$ cat config.mk
export PLATFORM = sky130hd
export DESIGN_NAME = file_window_cache_clock
export DESIGN_NICKNAME = d
export VERILOG_FILES = /design/src/sv/fwcc_pkg.sv /design/src/sv/fwcc_table.sv /design/src/sv/file_window_cache_clock.sv
export SDC_FILE = /design/constraint.sdc
export NUM_CORES = 2
export LEC_CHECK = 0
export ABC_AREA = 1
export ABC_CLOCK_PERIOD_IN_PS = 9900
export BUFFER_PORTS_ARGS = -buffer_cell sky130_fd_sc_hd__buf_4
export CORE_UTILIZATION = 40
export DETAILED_ROUTE_END_ITERATION = 8
export PLACE_DENSITY = 0.52
export SETUP_SLACK_MARGIN = 0.3
export SYNTH_ARGS = -nofsm -noshare
export SYNTH_HDL_FRONTEND = slang
export SYNTH_SLANG_ARGS = --single-unit
export TNS_END_PERCENT = 100
$ cat constraint.sdc
create_clock -name aclk -period 9.9 [get_ports aclk]
set_clock_uncertainty 0.1 [all_clocks]
set_input_delay 1.485 -clock aclk [delete_from_list [all_inputs] [get_ports aclk]]
set_output_delay 1.485 -clock aclk [all_outputs]
set_load 0.005 [all_outputs]
$ cat src/sv/fwcc_pkg.sv
// fwcc_pkg: shared constants, codes and the table entry type of the file window cache.
// No dependencies. Used by fwcc_table, file_window_cache_clock and the testbench.

package fwcc_pkg;

    // table geometry
    localparam int NUM_WINDOWS = 8;
    localparam int IDX_W       = (NUM_WINDOWS > 1) ? $clog2(NUM_WINDOWS) : 1;
    localparam int CNT_W       = $clog2(NUM_WINDOWS + 1);

    // field widths
    localparam int OFF_W      = 48;
    localparam int LEN_W      = 17;
    localparam int DELTA_W    = 32;
    localparam int BIE_W      = 16;
    localparam int EIDX_W     = 3;
    localparam int TYPE_W     = 3;
    localparam int CHUNKS_W   = 4;
    localparam int CFG_IDX_W  = 2;
    localparam int CFG_DATA_W = 48;
    localparam int S_TDATA_W  = 104;
    localparam int M_TDATA_W  = 136;

    // window alignment
    localparam int ALIGN_BYTES = 512;
    localparam logic [OFF_W-1:0] ALIGN_MASK = ~(OFF_W'(ALIGN_BYTES - 1));

    // request types
    localparam logic [TYPE_W-1:0] REQ_GET       = 3'd0;
    localparam logic [TYPE_W-1:0] REQ_GET_UNCHK = 3'd1;
    localparam logic [TYPE_W-1:0] REQ_SEQ       = 3'd2;
    localparam logic [TYPE_W-1:0] REQ_SET       = 3'd3;
    localparam logic [TYPE_W-1:0] REQ_MOVE      = 3'd4;

    // result status codes
    localparam logic [2:0] STAT_HIT    = 3'd0;
    localparam logic [2:0] STAT_MISS   = 3'd1;
    localparam logic [2:0] STAT_BEYOND = 3'd2;
    localparam logic [2:0] STAT_ACCEPT = 3'd3;
    localparam logic [2:0] STAT_REJECT = 3'd4;

    // configuration register indexes
    localparam logic [CFG_IDX_W-1:0] CFG_FILE_SIZE = 2'd0;
    localparam logic [CFG_IDX_W-1:0] CFG_CHUNK     = 2'd1;
    localparam logic [CFG_IDX_W-1:0] CFG_CHUNKS    = 2'd2;

    localparam logic [LEN_W-1:0]    CHUNK_RESET  = 17'd4096;
    localparam logic [CHUNKS_W-1:0] CHUNKS_RESET = 4'd8;

    // one cached window
    typedef struct packed {
        logic [OFF_W-1:0] start;
        logic [OFF_W-1:0] limit;
    } entry_t;

endpackage

$ cat src/sv/fwcc_table.sv
// fwcc_table: window table memory (start/limit per entry) with a registered read port.
// Per-entry valid bits make never-written or cleared entries read as zero. Uses fwcc_pkg.

module fwcc_table import fwcc_pkg::*; (
    input  logic             aclk,
    input  logic             aresetn,
    input  logic             clear,
    input  logic             rd_en,
    input  logic [IDX_W-1:0] rd_addr,
    output entry_t           rd_data,
    input  logic             wr_en,
    input  logic [IDX_W-1:0] wr_addr,
    input  entry_t           wr_data
);

    entry_t                 tbl_mem [NUM_WINDOWS];
    entry_t                 rd_q_reg;
    logic                   rd_valid_reg;
    logic [NUM_WINDOWS-1:0] valid_reg;

    // memory array: write port and registered read port
    always_ff @(posedge aclk) begin
        if (wr_en) begin
            tbl_mem[wr_addr] <= wr_data;
        end
        if (rd_en) begin
            rd_q_reg <= tbl_mem[rd_addr];
        end
    end

    // valid bits, cleared at reset and on a file size write
    always_ff @(posedge aclk) begin
        if (!aresetn) begin
            valid_reg    <= '0;
            rd_valid_reg <= 1'b0;
        end else begin
            if (clear) begin
                valid_reg <= '0;
            end else if (wr_en) begin
                valid_reg[wr_addr] <= 1'b1;
            end
            if (rd_en) begin
                rd_valid_reg <= valid_reg[rd_addr];
            end
        end
    end

    // an entry that was never filled reads as an empty window
    assign rd_data = rd_valid_reg ? rd_q_reg : '0;

endmodule

$ cat src/sv/file_window_cache_clock.sv
// file_window_cache_clock: top level of the file window cache with second-chance replacement.
// Depends on fwcc_pkg and fwcc_table.
//
// Usage:
//   Requests enter on the s_ stream (s_tuser = request type, s_tdata = offset, length, delta).
//   Each request yields exactly one result transaction on the m_ stream (m_tuser = status).
//   Configuration is written through cfg_wr_en/cfg_index/cfg_wdata while no request is open;
//   a file size write empties the table and sets the read position to zero.
// Request flow:
//   The window table sits in a memory read one entry per cycle, and the hit search compares
//   each returned entry in turn; a miss runs the whole search, the second-chance sweep (one
//   used bit per cycle), the fill calculation in S_CALC and S_CHECK, and the output state.
//   Position requests pass S_POS1, S_POS2 and the output state. One request is processed at a time;
//   s_tready is high whenever the engine is free, even while a result waits on m_.
// Reset: synchronous, active low; table empty, position 0, file size 0, chunk 4096, 8 entries.
// Stall: a result is held in the output register until m_tready; a finished request waits
//   in the output state for the register to free, so no result is lost or overwritten.

module file_window_cache_clock import fwcc_pkg::*; (
    input  logic                  aclk,
    input  logic                  aresetn,
    // request stream
    input  logic                  s_tvalid,
    output logic                  s_tready,
    input  logic [S_TDATA_W-1:0]  s_tdata,   // offset[47:0], access_length[64:48],
                                             // move_delta[96:65], zero pad[103:97]
    input  logic [TYPE_W-1:0]     s_tuser,   // req_type[2:0]
    // result stream
    output logic                  m_tvalid,
    input  logic                  m_tready,
    output logic [M_TDATA_W-1:0]  m_tdata,   // entry_index[2:0], byte_in_entry[18:3],
                                             // fill_start[66:19], fill_length[83:67],
                                             // read_position[131:84], zero pad[135:132]
    output logic [2:0]            m_tuser,   // status[2:0]
    // configuration
    input  logic                  cfg_wr_en,
    input  logic [CFG_IDX_W-1:0]  cfg_index,
    input  logic [CFG_DATA_W-1:0] cfg_wdata
);

    // state codes
    localparam logic [2:0] S_IDLE   = 3'd0;
    localparam logic [2:0] S_SEARCH = 3'd1;
    localparam logic [2:0] S_SWEEP  = 3'd2;
    localparam logic [2:0] S_CALC   = 3'd3;
    localparam logic [2:0] S_CHECK  = 3'd4;
    localparam logic [2:0] S_POS1   = 3'd5;
    localparam logic [2:0] S_POS2   = 3'd6;
    localparam logic [2:0] S_OUT    = 3'd7;

    // configuration registers
    logic [OFF_W-1:0]    fs_reg;
    logic [LEN_W-1:0]    chunk_reg;
    logic [CHUNKS_W-1:0] chunks_reg;
    logic [CNT_W-1:0]    n_act;

    // control state
    logic [2:0]             state_reg, state_next;
    logic [CNT_W-1:0]       rd_idx_reg, rd_idx_next;
    logic                   pend_reg, pend_next;
    logic [IDX_W-1:0]       pidx_reg, pidx_next;
    logic [IDX_W-1:0]       v_reg, v_next;
    logic [NUM_WINDOWS-1:0] used_reg, used_next;
    logic [OFF_W-1:0]       seq_reg, seq_next;
    logic                   m_valid_reg, m_valid_next;

    // request and working payload
    logic [TYPE_W-1:0]  typ_reg;
    logic [OFF_W-1:0]   off_reg;
    logic [LEN_W-1:0]   len_reg;
    logic [DELTA_W-1:0] delta_reg;
    logic [OFF_W-1:0]   lim_reg, lim_next;
    logic [OFF_W+1:0]   np_reg, np_next;

    // result staging
    logic [2:0]       res_stat_reg, res_stat_next;
    logic [IDX_W-1:0] res_idx_reg, res_idx_next;
    logic [BIE_W-1:0] res_bie_reg, res_bie_next;
    logic [OFF_W-1:0] res_fs_reg, res_fs_next;
    logic [LEN_W-1:0] res_fl_reg, res_fl_next;

    // output register
    logic [2:0]        out_stat_reg;
    logic [EIDX_W-1:0] out_idx_reg;
    logic [BIE_W-1:0]  out_bie_reg;
    logic [OFF_W-1:0]  out_fs_reg;
    logic [LEN_W-1:0]  out_fl_reg;
    logic [OFF_W-1:0]  out_rp_reg;
    logic              load_out;

    // table port
    logic   tbl_clear;
    logic   rd_en;
    logic   wr_en;
    entry_t rd_data;
    entry_t wr_data;

    // datapath terms
    logic             accept;
    logic             is_seq;
    logic             checked;
    logic             last_pend;
    logic [OFF_W:0]   hit_room;
    logic             hit;
    logic [OFF_W-1:0] hit_bie;
    logic [OFF_W-1:0] st;
    logic [OFF_W:0]   fs_room;
    logic [OFF_W:0]   lim_room;
    logic             beyond;
    logic [OFF_W-1:0] miss_bie;
    logic [OFF_W-1:0] fill_len;
    logic [OFF_W-1:0] seq_adv;
    logic             pos_ok;

    fwcc_table u_table (
        .aclk    (aclk),
        .aresetn (aresetn),
        .clear   (tbl_clear),
        .rd_en   (rd_en),
        .rd_addr (rd_idx_reg[IDX_W-1:0]),
        .rd_data (rd_data),
        .wr_en   (wr_en),
        .wr_addr (v_reg),
        .wr_data (wr_data)
    );

    assign accept    = s_tvalid && s_tready;
    assign s_tready  = (state_reg == S_IDLE);
    assign tbl_clear = cfg_wr_en && (cfg_index == CFG_FILE_SIZE);

    // active entry count, clamped to 1..NUM_WINDOWS
    always_comb begin
        if (chunks_reg == '0) begin
            n_act = CNT_W'(1);
        end else if (32'(chunks_reg) > NUM_WINDOWS) begin
            n_act = CNT_W'(NUM_WINDOWS);
        end else begin
            n_act = CNT_W'(chunks_reg);
        end
    end

    assign is_seq    = (typ_reg == REQ_SEQ);
    assign checked   = (typ_reg != REQ_GET_UNCHK);
    assign last_pend = (CNT_W'(pidx_reg) == n_act - CNT_W'(1));
    assign seq_adv   = seq_reg + OFF_W'(len_reg);

    // hit test on the entry returned by the memory
    assign hit_room = {1'b0, rd_data.limit} - {1'b0, off_reg};
    assign hit      = (off_reg >= rd_data.start) && !hit_room[OFF_W]
                      && (hit_room[OFF_W-1:0] > OFF_W'(len_reg));
    assign hit_bie  = off_reg - rd_data.start;

    // new window bounds
    assign st       = off_reg & ALIGN_MASK;
    assign fs_room  = {1'b0, fs_reg} - {1'b0, st};
    assign lim_room = {1'b0, lim_reg} - {1'b0, off_reg};
    assign beyond   = lim_room[OFF_W] || (lim_room[OFF_W-1:0] < OFF_W'(len_reg));
    assign miss_bie = off_reg - st;
    assign fill_len = (lim_reg > st) ? (lim_reg - st) : '0;
    assign wr_data  = '{start: st, limit: lim_reg};

    // position check: no underflow and within the file
    assign pos_ok = !np_reg[OFF_W+1] && (np_reg[OFF_W:0] <= {1'b0, fs_reg});

    // request sequencer
    always_comb begin
        state_next    = state_reg;
        rd_idx_next   = rd_idx_reg;
        pend_next     = pend_reg;
        pidx_next     = pidx_reg;
        v_next        = v_reg;
        used_next     = used_reg;
        seq_next      = seq_reg;
        lim_next      = lim_reg;
        np_next       = np_reg;
        res_stat_next = res_stat_reg;
        res_idx_next  = res_idx_reg;
        res_bie_next  = res_bie_reg;
        res_fs_next   = res_fs_reg;
        res_fl_next   = res_fl_reg;
        m_valid_next  = m_valid_reg;
        rd_en         = 1'b0;
        wr_en         = 1'b0;
        load_out      = 1'b0;

        if (m_valid_reg && m_tready) begin
            m_valid_next = 1'b0;
        end

        case (state_reg)
            S_IDLE: begin
                if (s_tvalid) begin
                    rd_idx_next  = '0;
                    pend_next    = 1'b0;
                    v_next       = '0;
                    res_idx_next = '0;
                    res_bie_next = '0;
                    res_fs_next  = '0;
                    res_fl_next  = '0;
                    if (s_tuser inside {REQ_GET, REQ_GET_UNCHK, REQ_SEQ}) begin
                        state_next = S_SEARCH;
                    end else if (s_tuser inside {REQ_SET, REQ_MOVE}) begin
                        state_next = S_POS1;
                    end else begin
                        res_stat_next = STAT_REJECT;
                        state_next    = S_OUT;
                    end
                end
            end
            // one memory read per cycle, compare on the returned entry
            S_SEARCH: begin
                if (pend_reg && hit) begin
                    used_next[pidx_reg] = 1'b1;
                    if (is_seq) begin
                        seq_next = seq_adv;
                    end
                    res_stat_next = STAT_HIT;
                    res_idx_next  = pidx_reg;
                    res_bie_next  = hit_bie[BIE_W-1:0];
                    state_next    = S_OUT;
                end else if (pend_reg && last_pend) begin
                    state_next = S_SWEEP;
                end else if (rd_idx_reg < n_act) begin
                    rd_en       = 1'b1;
                    pend_next   = 1'b1;
                    pidx_next   = rd_idx_reg[IDX_W-1:0];
                    rd_idx_next = rd_idx_reg + CNT_W'(1);
                end else begin
                    pend_next = 1'b0;
                end
            end
            // second chance: clear used bits until a clear one is found
            S_SWEEP: begin
                if (!used_reg[v_reg]) begin
                    state_next = S_CALC;
                end else begin
                    used_next[v_reg] = 1'b0;
                    if (CNT_W'(v_reg) == n_act - CNT_W'(1)) begin
                        v_next = '0;
                    end else begin
                        v_next = v_reg + IDX_W'(1);
                    end
                end
            end
            S_CALC: begin
                if (fs_room[OFF_W] || (fs_room[OFF_W-1:0] < OFF_W'(chunk_reg))) begin
                    lim_next = fs_reg;
                end else begin
                    lim_next = st + OFF_W'(chunk_reg);
                end
                state_next = S_CHECK;
            end
            S_CHECK: begin
                res_idx_next = v_reg;
                if (checked && beyond) begin
                    res_stat_next = STAT_BEYOND;
                end else begin
                    wr_en            = 1'b1;
                    used_next[v_reg] = 1'b1;
                    if (is_seq) begin
                        seq_next = seq_adv;
                    end
                    res_stat_next = STAT_MISS;
                    res_bie_next  = miss_bie[BIE_W-1:0];
                    res_fs_next   = st;
                    res_fl_next   = fill_len[LEN_W-1:0];
                end
                state_next = S_OUT;
            end
            S_POS1: begin
                if (typ_reg == REQ_SET) begin
                    np_next = {2'b00, off_reg};
                end else begin
                    np_next = {2'b00, seq_reg}
                              + {{(OFF_W + 2 - DELTA_W){delta_reg[DELTA_W-1]}}, delta_reg};
                end
                state_next = S_POS2;
            end
            S_POS2: begin
                if (pos_ok) begin
                    seq_next      = np_reg[OFF_W-1:0];
                    res_stat_next = STAT_ACCEPT;
                end else begin
                    res_stat_next = STAT_REJECT;
                end
                state_next = S_OUT;
            end
            S_OUT: begin
                if (!m_valid_reg || m_tready) begin
                    m_valid_next = 1'b1;
                    load_out     = 1'b1;
                    state_next   = S_IDLE;
                end
            end
            default: begin
                state_next = S_IDLE;
            end
        endcase

        // file size write empties the table and rewinds
        if (tbl_clear) begin
            used_next = '0;
            seq_next  = '0;
        end
    end

    // control and configuration registers
    always_ff @(posedge aclk) begin
        if (!aresetn) begin
            state_reg   <= S_IDLE;
            rd_idx_reg  <= '0;
            pend_reg    <= 1'b0;
            pidx_reg    <= '0;
            v_reg       <= '0;
            used_reg    <= '0;
            seq_reg     <= '0;
            m_valid_reg <= 1'b0;
            fs_reg      <= '0;
            chunk_reg   <= CHUNK_RESET;
            chunks_reg  <= CHUNKS_RESET;
        end else begin
            state_reg   <= state_next;
            rd_idx_reg  <= rd_idx_next;
            pend_reg    <= pend_next;
            pidx_reg    <= pidx_next;
            v_reg       <= v_next;
            used_reg    <= used_next;
            seq_reg     <= seq_next;
            m_valid_reg <= m_valid_next;
            if (cfg_wr_en) begin
                case (cfg_index)
                    CFG_FILE_SIZE: fs_reg     <= cfg_wdata[OFF_W-1:0];
                    CFG_CHUNK:     chunk_reg  <= cfg_wdata[LEN_W-1:0];
                    CFG_CHUNKS:    chunks_reg <= cfg_wdata[CHUNKS_W-1:0];
                    default:       ;
                endcase
            end
        end
    end

    // payload registers
    always_ff @(posedge aclk) begin
        if (accept) begin
            typ_reg   <= s_tuser;
            off_reg   <= (s_tuser == REQ_SEQ) ? seq_reg : s_tdata[OFF_W-1:0];
            len_reg   <= s_tdata[OFF_W +: LEN_W];
            delta_reg <= s_tdata[OFF_W + LEN_W +: DELTA_W];
        end
        lim_reg      <= lim_next;
        np_reg       <= np_next;
        res_stat_reg <= res_stat_next;
        res_idx_reg  <= res_idx_next;
        res_bie_reg  <= res_bie_next;
        res_fs_reg   <= res_fs_next;
        res_fl_reg   <= res_fl_next;
        if (load_out) begin
            out_stat_reg <= res_stat_reg;
            out_idx_reg  <= EIDX_W'(res_idx_reg);
            out_bie_reg  <= res_bie_reg;
            out_fs_reg   <= res_fs_reg;
            out_fl_reg   <= res_fl_reg;
            out_rp_reg   <= seq_reg;
        end
    end

    assign m_tvalid = m_valid_reg;
    assign m_tuser  = out_stat_reg;
    assign m_tdata  = {4'b0000, out_rp_reg, out_fl_reg, out_fs_reg, out_bie_reg, out_idx_reg};

    // the sweep pointer stays inside the active entries
    a_sweep_range: assert property (@(posedge aclk) disable iff (!aresetn)
        state_reg == S_SWEEP |-> CNT_W'(v_reg) < n_act)
        else $error("sweep pointer outside active entries");

    // a pending memory read always belongs to an active entry
    a_pend_range: assert property (@(posedge aclk) disable iff (!aresetn)
        pend_reg && state_reg == S_SEARCH |-> CNT_W'(pidx_reg) < n_act)
        else $error("search read outside active entries");

    // an accepted position lies within the file
    a_pos_in_file: assert property (@(posedge aclk) disable iff (!aresetn)
        m_valid_reg && out_stat_reg == STAT_ACCEPT |-> out_rp_reg <= fs_reg)
        else $error("accepted position beyond file end");

    // a fill never loads more than one chunk
    a_fill_len: assert property (@(posedge aclk) disable iff (!aresetn)
        m_valid_reg && out_stat_reg == STAT_MISS |-> out_fl_reg <= chunk_reg)
        else $error("fill length exceeds chunk size");

    // the table is never read and written in the same cycle
    a_rw_excl: assert property (@(posedge aclk) disable iff (!aresetn)
        rd_en |-> !wr_en && !tbl_clear)
        else $error("table read collides with write or clear");

endmodule

## After elaboration in Yosys (flattened, before gate mapping)

Memory sizes are Yosys's and may differ from the RTL's. A register that Yosys moved wholly into a read port is not among the register bits.
Cells that the tools add are included.

| storage, ports and cells | value |
|---|---|
| memories kept | 1 |
| bits of input ports | 162 |
| word-level logic and storage cells | 220 |
| bits in writable memories | 696 |
| output and inout port bits | 141 |
| register bits after elaboration | 617 |

Memories:

| name | words | width | read ports | clocked after Yosys merged registers in | wr ports | line | text |
|---|---|---|---|---|---|---|---|
| u_table.tbl_mem | 8 | 87 | 1 | 1 | 1 | fwcc_table.sv:16 | `entry_t tbl_mem [NUM_WINDOWS];` |

| operators by class | value |
|---|---|
| equal/unequal tests | 31 |
| muxes and demuxes | 77 |
| add/sub/neg operators | 12 |
| reduce and logical (&&, ||, !) cells | 46 |
| bitwise gates (word level) | 8 |
| $lt $le $gt $ge | 13 |

Operators with widths:

| operator | number |
|---|---|
| 48-bit two-way mux | 9 |
| 48-bit by 48-bit subtractor with 49-bit output | 3 |
| 48-bit case mux with 3 select lines | 1 |
| 48-bit by 17-bit adder with 48-bit output | 2 |
| 48-bit by 17-bit < comparator with 1-bit output | 2 |
| 96-bit two-way mux | 1 |
| 48-bit case mux with 2 select lines | 1 |
| 17-bit two-way mux | 3 |
| 49-bit by 32-bit adder with 50-bit output | 1 |
| 49-bit by 48-bit less-or-equal comparator with 1-bit output | 1 |
| 48-bit >= comparator | 1 |
| 48-bit by 17-bit > comparator with 1-bit output | 1 |
| 48-bit > comparator | 1 |
| 16-bit two-way mux | 3 |
| 16-bit case mux with 3 select lines | 1 |
| 3-bit two-way mux | 15 |
| 17-bit case mux with 2 select lines | 1 |
| 16-bit subtractor | 2 |
| 4-bit two-way mux | 6 |
| 8-bit two-way mux | 3 |
| 2-bit inequality test, second input constant | 12 |
| 8-bit OR | 3 |
| 8-bit case mux with 3 select lines | 1 |
| 4-bit AND reduction | 6 |
| other kinds (42) | 107 |

## Logic depth before layout (Yosys ltp)

| logic depth | value |
|---|---|
| word-level depth | 9 |
| depth in mapped cells | 35 |
| depth with buffers taken out | 31 |

## By module

Synthesis repeated with hierarchy kept, for this count alone.

| second synthesis, totals | value |
|---|---|
| cell total of the unflattened synthesis | 8339 |
| area total of the unflattened synthesis | 75293.5 um^2 |

Modules (own cells, without submodules):

| module | area each (um^2) | sequential area each (um^2) | times used | cells each |
|---|---|---|---|---|
| file_window_cache_clock | 41705.0 | 14874.3 | 1 | 5800 |
| fwcc_table | 33588.5 | 26125.1 | 1 | 2539 |

## Worst setup path after synthesis

Ideal clock, no wire load.

| timing | value |
|---|---|
| path type | input -> register |
| from | in m_tready |
| to | reg out_stat_reg[0], in the netlist m_tuser[0], enable pin |
| library setup time | 612 ps |
| data required time | 9188 ps |
| path buffers | 0 |
| arrival time | 6745 ps |
| path slack | 2443 ps |
| stages | 2 |
| cells stage by stage | nor2_1 > nor2_1 |

| between the ends | value |
|---|---|
| word-level cells in the longest chain between the ends | 3 |

Ends and longest elaborated chain:

| element | line | text |
|---|---|---|
| start, declared | file_window_cache_clock.sv:30 | `input logic m_tready,` |
| 1-bit logical OR | file_window_cache_clock.sv:289 | `if (!m_valid_reg \|\| m_tready) begin` |
| 1-bit two-way mux | file_window_cache_clock.sv:289 |  |
| 1-bit two-way mux | file_window_cache_clock.sv:190 | `case (state_reg)` |
| via load_out | file_window_cache_clock.sv:89 | `logic load_out;` |
| end signal, assigned | file_window_cache_clock.sv:357 | `out_stat_reg <= res_stat_reg;` |
| end, declared | file_window_cache_clock.sv:83 | `logic [2:0] out_stat_reg;` |

The timed path passes the listed nets, and every way through them passes these cells.
A chain may end at the register's enable or synchronous reset.

## Worst setup path in the final report

| timing | value |
|---|---|
| from | reg off_reg[13] |
| to | mem u_table.tbl_mem[4][6] (netlist bit), enable pin |

| between the ends | value |
|---|---|
| word-level cells in the longest chain between the ends | 8 |

Ends and longest elaborated chain:

| element | line | text |
|---|---|---|
| start, declared | file_window_cache_clock.sv:69 | `logic [OFF_W-1:0] off_reg;` |
| start signal, assigned | file_window_cache_clock.sv:345 | `off_reg <= (s_tuser == REQ_SEQ) ? seq_reg : s_tdata[OFF_W-1:0];` |
| 48-bit by 48-bit subtractor with 49-bit output (*) | file_window_cache_clock.sv:156 | `assign lim_room = {1'b0, lim_reg} - {1'b0, off_reg};` |
| 48-bit by 17-bit < comparator with 1-bit output | file_window_cache_clock.sv:157 | `assign beyond = lim_room[OFF_W] \|\| (lim_room[OFF_W-1:0] < OFF_W'(len_reg));` |
| 1-bit logical OR (*) | file_window_cache_clock.sv:157 |  |
| 1-bit logical AND (*) | file_window_cache_clock.sv:255 | `if (checked && beyond) begin` |
| 1-bit two-way mux (*) | file_window_cache_clock.sv:255 |  |
| 1-bit two-way mux (*) | file_window_cache_clock.sv:190 |  |
| 1-bit two-way mux (*) | fwcc_table.sv:23 | `if (wr_en) begin` |
| 1-bit two-way mux (not written as such) (*) | fwcc_table.sv:24 | `tbl_mem[wr_addr] <= wr_data;` |
| end, declared | fwcc_table.sv:16 |  |

Mark *: on every way between the ends. The rest lies on a longest branch, timed or not.

==> results.md <==
- CTS Sinks: 1,334
- Routed len/inst: 26.3 um
- Syn Std Cell Area: 0.0711 mm2
- Vias in the first global route: 55,029
- 1st-iter DRT viols: 5,865
- Total Routing Usage GR: 0.308
- Fin util: 0.459
- Tmin final: 7.02 ns
- Area contributors post-synth: edfxtp_1 50%, nand2_1 8.2%, ha_1 6.3%
- Status: completed
- Detail Route Antenna Nets: 0
- Antenna violations before repair: 37
- Number of remaining DRC errors: 0
- Post-synth ARST share: 0
- Via/cell ratio: 5.48
- Setup crit end kind: flip-flop
- Cell taking the most area after synthesis: edfxtp_1
- Initial core utilization: 0.403
- Nets: 8,678
- EDFF count, synth: 1,185
- Max Slew Vio Count: 0
- Worst-Skew Late Latency: 0.83 ns
- Max reg flops: 696
- Instance count of the mapped netlist: 7,854
- Die Ht: 423 um
- Post-detail-place hpwl: 202,000 um
- Dpl ws: 2.93 ns
- IO buf count: 282
- Crit share post-route: 0.709
- Cts repair resizes: 0
- Critical path class: flip-flop to flip-flop
- Top cell type's share of synthesized area: 0.501
- Setup TNS: 0 ns
- Htree depth: 4
- Startpoint Class: flip-flop
- Peak VDD IR: 0.000172 V
- Gr ovfl total: 0
- Arr. time, crit path: 7.38 ns
- Hold_buf cts: 0
- PwrDens: 236 mW/mm2
- Yosys reg bits: 1,334
- Max Clk Rate: 142 MHz
- CTS clk-pin slew, worst paths: 0.06 ns
- Cell row count: 154
- Yosys cell types: 66
- Sequential area share after synthesis: 0.543
- RSZ-0062 raised after global routing: no
- Mean post-synth cell area: 9.05 um2
- I/O Pins: 303
- CTS Buf Count: 150
- Synth Warn #: 0
- CTS Root Cell: clkbuf_16
- Worst min path class: flip-flop to flip-flop
- Wire length of the first global-routing pass: 396,000 um
- CTS tree: yes
- Largest net degree at the start of global routing: 192
- Hold WS: 0.309 ns
- Max clock buf depth: 3
- P_leak: 33.1 nW
- GPL Wtd Cong: 1.00
- Rel. slew slack: 0.288
- Die Area: 0.179 mm2
- Final Setup Violations: 0
- Most numerous cell in the Yosys netlist: nand2_1
- DRT Pass-1 Iters: 6
- Share of post-route cells with drive strength above 1: 0.0867
- Most used DFF post-synth: edfxtp_1
- Area growth from synthesis to layout: 13.8%
- Crit path max fanout: 48
- Worst-Margin Slew: 1.07 ns
- CP required: 10.26 ns
- Fill count: 17,200
- Max-cap violations: 0
- Final Power: 19.1 mW
- Top post-synthesis cells by count: 1,548 x nand2_1, 1,187 x nor2_1, 1,185 x edfxtp_1
- Setup WS post-layout: 2.88 ns
- Post-CTS Setup Inserts: 0
- Drt total wl: 279,000 um
- Final Hold Vio Count: 0
- Via count: 58,129
- Core ar.: 0.176 mm2
- Die width: 423 um
placed cells by master, fill, tap and decap left out, types with 121 or more instances in the layout:
cell,netlist,layout
edfxtp_1,1185,1185
clkbuf_16,0,151
ha_1,359,359
a21oi_1,416,415
nor2_1,1187,1181
buf_4,16,378
inv_1,891,878
o21ai_0,681,680
xor2_1,121,121
a31oi_1,123,123
dfxtp_1,149,146
nand3_1,273,273
nand2_1,1548,1548
layout make-up:
class	instances	area [um2]	share of cell area
repair buffers	390	3080	0.0381
inverters	907	3450	0.0426
clock inverters	80	774	0.00958
flip-flops and latches	1334	38600	0.477
clock buffers	189	3960	0.0490
multi-input cells	5366	28100	0.347
diodes	7	17.5	0.000217
well taps	2340	2930	0.0362
logic make-up after synthesis:
group | count (synthesis) | synth area share
AOI/OAI and AO/OA | 1475 | 0.114
xor gates and xnor gates | 154 | 0.0190
adders and majority gates | 367 | 0.0655
buffers and inverters | 1166 | 0.0638
DFF | 1334 | 0.543
muxes | 16 | 0.00225
other | 1 | 0.0000528
and+or+nand+nor | 3341 | 0.193
per-layer routing:
metal / wire length, um / global-route usage
met1: 125000 / 0.436
met2: 122000 / 0.470
met3: 19500 / 0.0424
met4: 12600 / 0.131
met5: 0 / 0
where the power goes:
| group | switching (mW) | internal, mW | leakage [nW] |
|---|---|---|---|
| Sequential | 0.587 | 7.04 | 12.0 |
| Combinational | 4.32 | 1.70 | 18.8 |
| Clock | 2.35 | 3.06 | 2.29 |
metrics by stage:
step	cell area, um2	std cells
6_report	80900	10613
5_1_grt	80900	10607
4_1_cts	80900	10606
3_5_place_dp	76100	10337
3_3_place_gp	76100	10337
2_1_floorplan	71100	7866
critical path, cell delays in order, from the launching register on:
cell	delay, ns
edfxtp_1	0.73
inv_1	0.51
ha_1	0.57
nand2_2	0.19
inv_1	0.05
nand2_1	0.06
nand2_1	0.09
inv_1	0.15
nand2_1	0.11
inv_1	0.06
nand2_1	0.22
xor2_1	0.24
ha_1	0.34
nand4_1	0.12
nor3_1	0.16
a21oi_1	0.14
o211ai_2	0.65
a21boi_0	0.25
nor2_2	0.47
nand2_1	0.21
inv_4	0.71
buf_12	0.36
final timing paths:
path | from | endpoint | slack [ns] | cells past startpoint
setup / recovery | off_reg[13] | u_table.tbl_mem[4][6] | 2.88 | 21
hold / removal | res_idx_reg[0] | out_idx_reg[0] | 0.31 | 0
hold reg to reg | res_idx_reg[0] | out_idx_reg[0] | 0.31 | 0
setup reg to reg | off_reg[13] | u_table.tbl_mem[4][6] | 2.88 | 21
No activity file was read; power rests on OpenSTA's default activity.
